File: config.mk
export PLATFORM = sky130hd
export DESIGN_NAME = pdf_literal_string_decoder
export DESIGN_NICKNAME = d
export VERILOG_FILES = /design/src/rtl/pdfls_pkg.sv /design/src/rtl/pdfls_core.sv /design/src/rtl/pdf_literal_string_decoder.sv
export SDC_FILE = /design/constraint.sdc
export NUM_CORES = 1
export LEC_CHECK = 0
export BUFFER_PORTS_ARGS = -buffer_cell sky130_fd_sc_hd__buf_2
export CORE_AREA = 8 8 135 105
export CTS_CLUSTER_SIZE = 40
export DETAILED_ROUTE_END_ITERATION = 6
export DIE_AREA = 0 0 143 113
export PLACE_DENSITY = 0.73
export SETUP_SLACK_MARGIN = 0.1
export SLEW_MARGIN = 25
export SYNTH_ARGS = -nofsm -noshare
export SYNTH_HDL_FRONTEND = slang
export SYNTH_SLANG_ARGS = --single-unit
File: constraint.sdc
create_clock -name clk -period 5.6 [get_ports clk]
set_input_delay 0.84 -clock clk [delete_from_list [all_inputs] [get_ports clk]]
set_output_delay 0.84 -clock clk [all_outputs]
set_load 0.03 [all_outputs]
File: src/rtl/pdfls_pkg.sv
// ----------------------------------------------------------------------------
// pdfls_pkg
// Shared types, character codes and the byte mapping function for the
// literal string decoder.
// ----------------------------------------------------------------------------
package pdfls_pkg;

	localparam int unsigned DEF_MAX_NESTING = 255;
	localparam int unsigned RES_FIFO_DEPTH  = 4;

	localparam logic [7:0] CH_LF      = 8'h0A;
	localparam logic [7:0] CH_CR      = 8'h0D;
	localparam logic [7:0] CH_SPACE   = 8'h20;
	localparam logic [7:0] CH_LPAREN  = 8'h28;
	localparam logic [7:0] CH_RPAREN  = 8'h29;
	localparam logic [7:0] CH_DIGIT_0 = 8'h30;
	localparam logic [7:0] CH_DIGIT_9 = 8'h39;
	localparam logic [7:0] CH_QMARK   = 8'h3F;
	localparam logic [7:0] CH_BSLASH  = 8'h5C;
	localparam logic [7:0] CH_LOWER_B = 8'h62;
	localparam logic [7:0] CH_LOWER_F = 8'h66;
	localparam logic [7:0] CH_LOWER_N = 8'h6E;
	localparam logic [7:0] CH_LOWER_R = 8'h72;
	localparam logic [7:0] CH_LOWER_T = 8'h74;
	localparam logic [7:0] PRINT_LO   = 8'h20;
	localparam logic [7:0] PRINT_HI   = 8'h7E;

	localparam logic [1:0] OCT_LAST_COUNT = 2'd2;

	typedef enum logic [2:0] {
		MODE_IDLE,
		MODE_STR,
		MODE_ESC,
		MODE_CR,
		MODE_OCT
	} pdfls_mode_t;

	typedef struct packed {
		logic [6:0] ch;
		logic       char_valid;
		logic       done;
		logic       trunc;
	} pdfls_res_t;

	// results of one byte: count is 0, 1 or 2; r0 goes out first
	typedef struct packed {
		logic [1:0] count;
		pdfls_res_t r1;
		pdfls_res_t r0;
	} pdfls_step_t;

	function automatic logic [6:0] map_byte(input logic [7:0] b);
		logic [6:0] r;
		if (b >= PRINT_LO && b <= PRINT_HI) begin
			r = b[6:0];
		end else if (b == CH_LF || b == CH_CR) begin
			r = CH_LF[6:0];
		end else begin
			r = CH_QMARK[6:0];
		end
		return r;
	endfunction

endpackage

File: src/rtl/pdfls_core.sv
// ----------------------------------------------------------------------------
// pdfls_core
// Decoder state (mode, nesting depth, octal accumulator) and the per-byte
// next-state and result logic. One byte is taken per enabled cycle.
// ----------------------------------------------------------------------------
module pdfls_core import pdfls_pkg::*; #(
	parameter int unsigned MAX_NESTING = DEF_MAX_NESTING
) (
	input  logic        clk,
	input  logic        arst_n,
	input  logic        step_en,
	input  logic [7:0]  byte_in,
	input  logic        eod,
	output pdfls_step_t step
);

	localparam int unsigned DEPTH_W = $clog2(MAX_NESTING + 1);
	localparam logic [DEPTH_W-1:0] DEPTH_MAX = DEPTH_W'(MAX_NESTING);

	pdfls_mode_t        mode_q, mode_d;
	logic [DEPTH_W-1:0] depth_q, depth_d;
	logic [7:0]         oval_q, oval_d;
	logic [1:0]         ocnt_q, ocnt_d;

	// plain string context
	logic               p_emit, p_close, p_esc;
	logic [6:0]         p_ch;
	logic [DEPTH_W-1:0] p_depth;

	logic               is_digit;
	logic [7:0]         oct_sum;
	logic               closed, fin;
	logic [1:0]         n;
	pdfls_res_t         r0, r1;

	assign is_digit = (byte_in >= CH_DIGIT_0) && (byte_in <= CH_DIGIT_9);
	assign oct_sum  = {oval_q[4:0], 3'b000} + {4'b0000, byte_in[3:0]};

	always_comb begin
		p_emit  = 1'b0;
		p_close = 1'b0;
		p_esc   = 1'b0;
		p_ch    = map_byte(byte_in);
		p_depth = depth_q;
		case (byte_in)
			CH_BSLASH: begin
				p_esc = 1'b1;
			end
			CH_LPAREN: begin
				p_emit = 1'b1;
				if (depth_q < DEPTH_MAX) begin
					p_depth = depth_q + 1'b1;
				end
			end
			CH_RPAREN: begin
				if (depth_q == '0) begin
					p_close = 1'b1;
				end else begin
					p_emit  = 1'b1;
					p_depth = depth_q - 1'b1;
				end
			end
			default: begin
				p_emit = 1'b1;
			end
		endcase
	end

	always_comb begin
		mode_d  = mode_q;
		depth_d = depth_q;
		oval_d  = oval_q;
		ocnt_d  = ocnt_q;
		closed  = 1'b0;
		n       = 2'd0;
		r0      = '0;
		r1      = '0;
		case (mode_q)
			MODE_IDLE: begin
				if (byte_in == CH_LPAREN) begin
					mode_d  = MODE_STR;
					depth_d = '0;
					oval_d  = '0;
					ocnt_d  = '0;
				end
			end
			MODE_STR, MODE_CR: begin
				mode_d = MODE_STR;
				if (mode_q == MODE_STR || byte_in != CH_LF) begin
					depth_d = p_depth;
					closed  = p_close;
					if (p_esc) begin
						mode_d = MODE_ESC;
					end
					if (p_emit) begin
						r0 = '{ch: p_ch, char_valid: 1'b1, done: 1'b0, trunc: 1'b0};
						n  = 2'd1;
					end
				end
			end
			MODE_ESC: begin
				mode_d = MODE_STR;
				case (byte_in) inside
					CH_LOWER_N, CH_LOWER_R: begin
						r0 = '{ch: CH_LF[6:0], char_valid: 1'b1, done: 1'b0, trunc: 1'b0};
						n  = 2'd1;
					end
					CH_LOWER_T: begin
						r0 = '{ch: CH_SPACE[6:0], char_valid: 1'b1, done: 1'b0, trunc: 1'b0};
						n  = 2'd1;
					end
					CH_LOWER_B, CH_LOWER_F, CH_LF: begin
					end
					CH_CR: begin
						mode_d = MODE_CR;
					end
					[CH_DIGIT_0:CH_DIGIT_9]: begin
						oval_d = {4'b0000, byte_in[3:0]};
						ocnt_d = 2'd1;
						mode_d = MODE_OCT;
					end
					default: begin
						r0 = '{ch: map_byte(byte_in), char_valid: 1'b1, done: 1'b0, trunc: 1'b0};
						n  = 2'd1;
					end
				endcase
			end
			MODE_OCT: begin
				if (is_digit) begin
					if (ocnt_q == OCT_LAST_COUNT) begin
						r0 = '{ch: map_byte(oct_sum), char_valid: 1'b1, done: 1'b0,
							trunc: 1'b0};
						n      = 2'd1;
						oval_d = '0;
						ocnt_d = '0;
						mode_d = MODE_STR;
					end else begin
						oval_d = oct_sum;
						ocnt_d = ocnt_q + 1'b1;
					end
				end else begin
					// octal character first, then whatever the terminating byte gives
					r0 = '{ch: map_byte(oval_q), char_valid: 1'b1, done: 1'b0, trunc: 1'b0};
					n       = 2'd1;
					oval_d  = '0;
					ocnt_d  = '0;
					mode_d  = p_esc ? MODE_ESC : MODE_STR;
					depth_d = p_depth;
					closed  = p_close;
					if (p_emit) begin
						r1 = '{ch: p_ch, char_valid: 1'b1, done: 1'b0, trunc: 1'b0};
						n  = 2'd2;
					end
				end
			end
			default: begin
				mode_d  = MODE_IDLE;
				depth_d = '0;
				oval_d  = '0;
				ocnt_d  = '0;
			end
		endcase

		fin = closed || (eod && mode_d != MODE_IDLE);
		if (fin) begin
			// flush a pending octal value at end of data
			if (!closed && mode_d == MODE_OCT) begin
				r0 = '{ch: map_byte(oval_d), char_valid: 1'b1, done: 1'b0, trunc: 1'b0};
				n  = 2'd1;
			end
			if (n == 2'd0) begin
				n = 2'd1;
			end
			if (n == 2'd2) begin
				r1.done  = 1'b1;
				r1.trunc = !closed;
			end else begin
				r0.done  = 1'b1;
				r0.trunc = !closed;
			end
			mode_d  = MODE_IDLE;
			depth_d = '0;
			oval_d  = '0;
			ocnt_d  = '0;
		end

		step = '{count: n, r1: r1, r0: r0};
	end

	always_ff @(posedge clk or negedge arst_n) begin
		if (!arst_n) begin
			mode_q  <= MODE_IDLE;
			depth_q <= '0;
			oval_q  <= '0;
			ocnt_q  <= '0;
		end else if (step_en) begin
			mode_q  <= mode_d;
			depth_q <= depth_d;
			oval_q  <= oval_d;
			ocnt_q  <= ocnt_d;
		end
	end

endmodule

File: src/rtl/pdf_literal_string_decoder.sv
// A byte transferred on the slave side is held in the staging register, then
// decoded into the result queue; its first result is offered on the master side from there.
// Throughput: one byte per cycle while the queue has room for two results; a
// byte that yields two results is absorbed by a four-entry result queue.
// Reset: arst_n clears the decoder state to idle and empties the queue.
// ----------------------------------------------------------------------------
// pdf_literal_string_decoder
// Decodes PDF literal strings from a byte stream into printable characters,
// with nesting, escapes and octal codes handled.
// ----------------------------------------------------------------------------
module pdf_literal_string_decoder import pdfls_pkg::*; #(
	parameter int unsigned MAX_NESTING = DEF_MAX_NESTING
) (
	input  logic       clk,
	input  logic       arst_n,
	input  logic       s_tvalid,
	output logic       s_tready,
	input  logic [7:0] s_tdata,   // [7:0] in_byte
	input  logic       s_tlast,   // end_of_data
	output logic       m_tvalid,
	input  logic       m_tready,
	output logic [7:0] m_tdata,   // [6:0] out_char, [7] zero
	output logic [1:0] m_tuser,   // [0] char_valid, [1] truncated
	output logic       m_tlast    // string_done
);

	localparam int unsigned PTR_W = $clog2(RES_FIFO_DEPTH);
	localparam int unsigned CNT_W = $clog2(RES_FIFO_DEPTH + 1);

	logic        valid_s1;
	logic [7:0]  byte_s1;
	logic        eod_s1;
	logic        consume;
	logic        pop;
	pdfls_step_t step;

	pdfls_res_t       fifo_q [RES_FIFO_DEPTH];
	logic [PTR_W-1:0] wr_q, rd_q;
	logic [CNT_W-1:0] cnt_q;
	logic [PTR_W-1:0] wr_next;

	// take the staged byte only when the queue has room for two results
	assign consume  = valid_s1 && (cnt_q <= CNT_W'(RES_FIFO_DEPTH - 2));
	assign s_tready = !valid_s1 || consume;
	assign pop      = m_tvalid && m_tready;
	assign wr_next  = wr_q + 1'b1;

	always_ff @(posedge clk or negedge arst_n) begin
		if (!arst_n) begin
			valid_s1 <= 1'b0;
		end else if (s_tready) begin
			valid_s1 <= s_tvalid;
		end
	end

	always_ff @(posedge clk) begin
		if (s_tvalid && s_tready) begin
			byte_s1 <= s_tdata;
			eod_s1  <= s_tlast;
		end
	end

	pdfls_core #(
		.MAX_NESTING(MAX_NESTING)
	) u_core (
		.clk     (clk),
		.arst_n  (arst_n),
		.step_en (consume),
		.byte_in (byte_s1),
		.eod     (eod_s1),
		.step    (step)
	);

	always_ff @(posedge clk) begin
		if (consume && step.count != 2'd0) begin
			fifo_q[wr_q] <= step.r0;
		end
		if (consume && step.count == 2'd2) begin
			fifo_q[wr_next] <= step.r1;
		end
	end

	always_ff @(posedge clk or negedge arst_n) begin
		if (!arst_n) begin
			wr_q  <= '0;
			rd_q  <= '0;
			cnt_q <= '0;
		end else begin
			if (consume) begin
				wr_q <= wr_q + PTR_W'(step.count);
			end
			if (pop) begin
				rd_q <= rd_q + 1'b1;
			end
			cnt_q <= cnt_q + (consume ? CNT_W'(step.count) : '0) - CNT_W'(pop);
		end
	end

	assign m_tvalid = (cnt_q != '0);
	assign m_tdata  = {1'b0, fifo_q[rd_q].ch};
	assign m_tuser  = {fifo_q[rd_q].trunc, fifo_q[rd_q].char_valid};
	assign m_tlast  = fifo_q[rd_q].done;

endmodule

### Word level (Yosys, flattened, before mapping)

Memory sizes are Yosys's and may differ from the RTL's.
Cells that the tools add are included.

| storage, ports and cells | value |
|---|---|
| register bits | 38 |
| bits in latches | 0 |
| bits in writable memories | 40 |
| bits in read-only memories | 0 |
| input bits | 13 |
| output and inout bits | 13 |
| word-level logic and storage cells | 193 |
| memories | 1 |

| operators by class | value |
|---|---|
| $add $sub $neg | 9 |
| multiply operators | 0 |
| div/mod/pow operators | 0 |
| order comparisons | 12 |
| equal/unequal tests | 35 |
| shifts and indexed selects | 0 |
| muxes and demuxes | 94 |
| bitwise gates (word level) | 0 |
| reductions and logical operators | 32 |

Memory list:

| name | depth | bits a word | rd ports | clocked after memory_dff | wr ports | line | text |
|---|---|---|---|---|---|---|---|
| fifo_q | 4 | 10 | 1 | 0 | 2 | pdf_literal_string_decoder.sv:37 | `pdfls_res_t fifo_q [RES_FIFO_DEPTH];` |

Operators with widths:

| kind | number |
|---|---|
| $mux 10 | 13 |
| $mux 8 | 15 |
| $eq 8x4->1 const B | 8 |
| $pmux 8 s4 | 2 |
| $mux 2 | 26 |
| $eq 8x7->1 const B | 6 |
| $ge 8x6->1 const B | 5 |
| $le 8x7->1 const B | 4 |
| $mux 3 | 10 |
| $pmux 10 s3 | 1 |
| $mux 7 | 4 |
| $mux 6 | 4 |
| $eq 8x6->1 const B | 2 |
| $pmux 8 s2 | 1 |
| $mux 1 | 13 |
| $logic_and 1x1->1 | 12 |
| $ne 3x2->1 const B | 4 |
| $pmux 3 s4 | 1 |
| $ne 3x1->1 const B | 3 |
| $add 8x1->8 const B | 1 |
| $add 8x4->8 | 1 |
| $le 8x6->1 const B | 1 |
| $logic_not 8->1 | 1 |
| $lt 8x8->1 const B | 1 |
| other kinds (26) | 43 |

### Longest topological paths before layout

| depth | value |
|---|---|
| word-level depth | 20 |
| depth in mapped cells | 16 |
| depth with buffers taken out | 14 |

### Cells and area by module

A second synthesis with hierarchy kept.

| second synthesis, totals | value |
|---|---|
| cell total of the unflattened synthesis | 496 |
| area, all modules | 5403.9 um^2 |

By module, submodules not included:

| module | instances | cells an instance | area an instance (um^2) | seq. area each (um^2) |
|---|---|---|---|---|
| pdf_literal_string_decoder | 1 | 156 | 2890.3 | 1671.6 |
| pdfls_core | 1 | 340 | 2513.7 | 525.5 |

### Worst setup path after synthesis

OpenSTA, ideal clock, no wires.

| timing | value |
|---|---|
| path type | flip-flop to flip-flop |
| start | register byte_s1[4] |
| end | memory fifo_q[1][0] (netlist name), enable pin |
| arrival | 3.793 ns |
| data required time | 5.166 ns |
| slack | 1.373 ns |
| stages on the path, launching flop included | 9 |
| path buffers | 1 |
| cells stage by stage | edfxtp_1 > buf_6 > or4b_4 > nor4_1 > a21oi_1 > a41oi_2 > nor3_1 > and2_1 > a2111oi_0 |

RTL lines:

| what | line | text |
|---|---|---|
| start: declaration | pdf_literal_string_decoder.sv:31 | `logic [7:0] byte_s1;` |
| start signal: assignment | pdf_literal_string_decoder.sv:58 | `byte_s1 <= s_tdata;` |
| end: declaration | pdf_literal_string_decoder.sv:37 |  |

### Worst setup path after layout

| timing | value |
|---|---|
| start | register byte_s1[3] |
| end | register cnt_q[2] |

| on the way | value |
|---|---|
| longest elaborated chain between the ends | 19 |

RTL lines:

| what | line | text |
|---|---|---|
| $ge 8x6->1 or $le 8x6->1 (tied branches) | pdfls_core.sv:36 | `assign is_digit = (byte_in >= CH_DIGIT_0) && (byte_in <= CH_DIGIT_9);` |
| $logic_and 1x1->1 | pdfls_core.sv:36 |  |
| $mux 3 (5 in series) | pdfls_core.sv:103 | `case (byte_in) inside` |
| $pmux 3 s4 | pdfls_core.sv:78 | `case (mode_q)` |
| $eq 3x3->1 | pdfls_core.sv:167 | `if (!closed && mode_d == MODE_OCT) begin` |
| $logic_and 1x1->1 | pdfls_core.sv:167 |  |
| $mux 2 | pdfls_core.sv:167 |  |
| $mux 2 | pdfls_core.sv:165 | `if (fin) begin` |
| $logic_not 2->1 | pdfls_core.sv:171 | `if (n == 2'd0) begin` |
| $mux 2 | pdfls_core.sv:171 |  |
| $mux 2 | pdfls_core.sv:165 |  |
| $mux 2 * | pdfls_core.sv:165 |  |
| $mux 2 * | pdf_literal_string_decoder.sv:95 | `cnt_q <= cnt_q + (consume ? CNT_W'(step.count) : '0) - CNT_W'(pop);` |
| $add 3x2->3 * | pdf_literal_string_decoder.sv:95 |  |
| $sub 3x1->3 * | pdf_literal_string_decoder.sv:95 |  |
| end signal: assignment | pdf_literal_string_decoder.sv:95 |  |
| end: declaration | pdf_literal_string_decoder.sv:39 | `logic [CNT_W-1:0] cnt_q;` |

Mark *: on every way between the ends. The rest lies on a longest branch, timed or not. The select of a mux whose other input is x is not followed.
A chain may end at the register's enable or synchronous reset.

==> impl_metrics.tcl <==
set metrics [dict create \
    regArea_mm2 0.00220 \
    ys_seq_area_share_pct 39.8 \
    nNetsFinal 588 \
    syn_inst 554 \
    worstSetupEndpointType "flip-flop" \
    grt_usage_pct 19.8 \
    post_cts_resized 0 \
    via_count 4793 \
    worst_setup_path_start_kind "flip-flop" \
    worst_slew_pin_slew_ns 1.01 \
    rows 35 \
    die_y_um 113 \
    antennaDiodeCount 0 \
    firstDrtPassIters 5 \
    drv_cap 0 \
    finalWorstSetupSlack_ns 1.55 \
    cts_tree "built" \
    cts_sinks 78 \
    drt_iter0_markers 611 \
    antenna_found_initial 0 \
    drc_errors 0 \
    syn_to_final_growth_pct 9.78 \
    dp_hpwl_um 11500 \
    gr-total-overflow 0 \
    viasPerCell 6.55 \
    slew_viol_final 0 \
    routed_wirelength_um 15500 \
    multi_input_area_mm2 0.00313 \
    cts-root-buf "clkbuf_16" \
    worstHoldPathType "flip-flop to flip-flop" \
    synth-async-reset-ratio_pct 37.2 \
    drive_gt1_share_pct 16.4 \
    synthMuxAreaShare_pct 6.38 \
    wl_per_cell_um 21.2 \
    grt_pass1_wl_um 25200 \
    synth-main-ff-cell "edfxtp_1" \
    reg2reg_slack_ns 1.55 \
    fin_crit_sh_pct 72.3 \
    cts_made_buffers 9 \
    synth-edff-count 49 \
    p_per_area_mw_per_mm2 378 \
    die_w_um 143 \
    cts.htree.levels 3 \
    synth_compound_area_share_pct 22.1 \
    ctsHoldBuffers 0 \
    post-route-util_pct 50.3 \
    synth_top_family_by_area "simple AND/OR/NAND/NOR gates" \
    r2r_cells 14 \
    rsz0062_at_grt "false" \
    finClkSkew_ns 0.00882 \
    path_clk_slew_ns 0.06 \
    synthAdderAreaFrac_pct 3.45 \
    worstReg2RegEnd "cnt_q[2]" \
    clockBufferDepth 2 \
    period_needed_ns 4.05 \
    min_to "cnt_q[2]" \
    setup-tns-final_ns 0 \
    relSlewSlack_pct 32.2 \
    grt_pass1_vias 4845 \
    coreArea_mm2 0.0120 \
    globalplace.congestion 0.999 \
    nFillCells 1105 \
    cts_setup_buffers 0 \
    synth_area_mm2 0.00551 \
    drtAntennaViolNets 0 \
    dpl_cell_area_mm2 0.00572 \
    ys_ff_latch 78 \
    grt_max_degree 30 \
    rr_startpoint "byte_s1[3]" \
    p_leak_nw 2.33 \
    start_util_pct 45.8 \
    peakVddDrop_v 0.000339 \
    outcome "completed" \
    design_area_mm2 0.00605 \
    min_from "cnt_q[2]" \
    setup_viol 0 \
    dp_worst_setup_slack_ns 1.64 \
    hold_depth 1 \
    syn-num-nets 581 \
    crit_required_ns 5.83 \
    yosys.area_share.simple_pct 22.1 \
    die-area_mm2 0.0162 \
    ios 26 \
    crit_path_max_fanout 13 \
    io_buffers 24 \
    fmax_ghz 0.247 \
    hold_viol 0 \
    clk_latency_ns 0.35 \
    synth.avg_cell_area_um2 9.95 \
    yosys_warnings 0 \
    synth_xor_area_share_pct 2.22 \
    synth.distinct_cells 85 \
    cp.arrival_ns 4.28 \
    critical_path_class "flip-flop to flip-flop" \
]
==> cells by family after synthesis <==
kind of cell,count (synthesis)
muxes,22
buffers and inverters,46
xor gates and xnor gates,14
AOI/OAI and AO/OA,162
DFF,78
other,1
and+or+nand+nor,217
adders and majority gates,14
==> cell usage after synthesis (all sizes together) (4+ instances only) <==
library cell   n  area [um2]
a211o          7        61.3
a21o           7        52.6
a21oi         39         206
a22o          10        87.6
a22oi          4        30.0
a311oi         4        41.3
a31oi         11        83.8
and2          10        62.6
and3           6        37.5
buf           10        72.6
clkbuf        20        76.3
dfrtp         29         726
edfxtp        49        1470
ha            12         150
inv           16        60.1
mux2           5        56.3
mux2i          7        70.1
mux4          10         225
nand2         40         150
nand2b        10        62.6
nand3         11        55.1
nand3b         5        37.5
nand4          9        56.3
nor2          52         205
nor2b         10        62.6
nor3          16        91.3
nor4          12        90.1
nor4b          7        76.3
o211ai         4        30.0
o21ai         27         143
o31ai         11        82.6
or2            5        31.3
or3            8        55.1
xnor2          9        78.8
xor2           5        43.8
==> flip-flops by register name, summed over array words and instances, names as in the netlist <==
| register | count |
|---|---|
| eod_s1 | 1 |
| u_core.depth_q | 8 |
| valid_s1 | 1 |
| u_core.ocnt_q | 2 |
| u_core.oval_q | 8 |
| wr_q | 2 |
| cnt_q | 3 |
| u_core.mode_q | 3 |
| byte_s1 | 8 |
| rd_q | 2 |
| fifo_q | 40 |
==> area by class of cell <==
class                   count  share of cell area (%)
clock buffers               9                    3.72
clock inverters             7                    1.61
inverters                  16                   0.992
multi-input cells         430                    51.7
flip-flops and latches     78                    36.3
well taps                 166                    3.43
repair buffers             26                    2.23
==> worst max path at each step <==
| stage | from | to | slack [ns] | cells past startpoint |
|---|---|---|---|---|
| after floorplan | byte_s1[4] | fifo_q[1][0] | 1.37 | 8 |
| after global placement | byte_s1[3] | cnt_q[2] | 1.80 | 14 |
| after detailed placement | byte_s1[3] | cnt_q[2] | 1.64 | 14 |
| after CTS | byte_s1[3] | cnt_q[2] | 1.60 | 14 |
| after global routing | byte_s1[3] | cnt_q[2] | 1.17 | 14 |
| final | byte_s1[3] | cnt_q[2] | 1.55 | 14 |
==> layer usage <==
| layer | up-vias | track usage (%) | wire length, um |
|---|---|---|---|
| met3 | 29 | 4.80 | 1430 |
| met4 | 0 | 7.27 | 318 |
| met5 | - | 0 | 0 |
| li1 | 2165 | - | - |
| met1 | 2341 | 27.4 | 7060 |
| met2 | 258 | 29.2 | 6700 |
==> stage by stage <==
| step | power, mW | hold slack, ns | instances |
|---|---|---|---|
| 5_1_grt | 2.40 | 0.531 | 732 |
| 3_5_place_dp | 1.64 | 0.492 | 716 |
| 3_3_place_gp | 1.62 | 0.476 | 716 |
| 2_1_floorplan | 1.42 | 0.459 | 554 |
| 4_1_cts | 2.28 | 0.505 | 732 |
| 6_report | 2.29 | 0.497 | 732 |
==> power breakdown <==
| part | switching (mW) | leakage, nW | internal, mW | total [mW] |
|---|---|---|---|---|
| Sequential | 0.128 | 0.849 | 0.717 | 0.845 |
| Clock | 0.243 | 0.152 | 0.392 | 0.634 |
| Combinational | 0.506 | 1.33 | 0.300 | 0.807 |
| Total | 0.877 | 2.33 | 1.41 | 2.29 |
==> critical path, stage by stage (launching register included) <==
cell and delay [ns]:
edfxtp_1 0.62, nor4b_1 0.60, a311oi_1 0.19, a2111o_1 0.45
a41oi_2 0.27, nor3_1 0.15, o21ai_0 0.36, nand2_1 0.10
ha_1 0.28, inv_1 0.05, ha_1 0.13, inv_1 0.05
fa_1 0.38, xor2_1 0.16, xnor2_1 0.12
==> cells in the final DEF (no fill, tap or decap), types with 11 or more instances in the layout <==
cell type   n
nor4_1     11
nand3_1    11
a21oi_1    34
dfrtp_1    29
ha_1       12
o31ai_1    11
nor3_1     15
nor2_1     50
edfxtp_1   49
buf_2      24
inv_1      16
o21ai_0    24
nand2_1    39
Note: power is estimated with default switching activity, not from simulation.
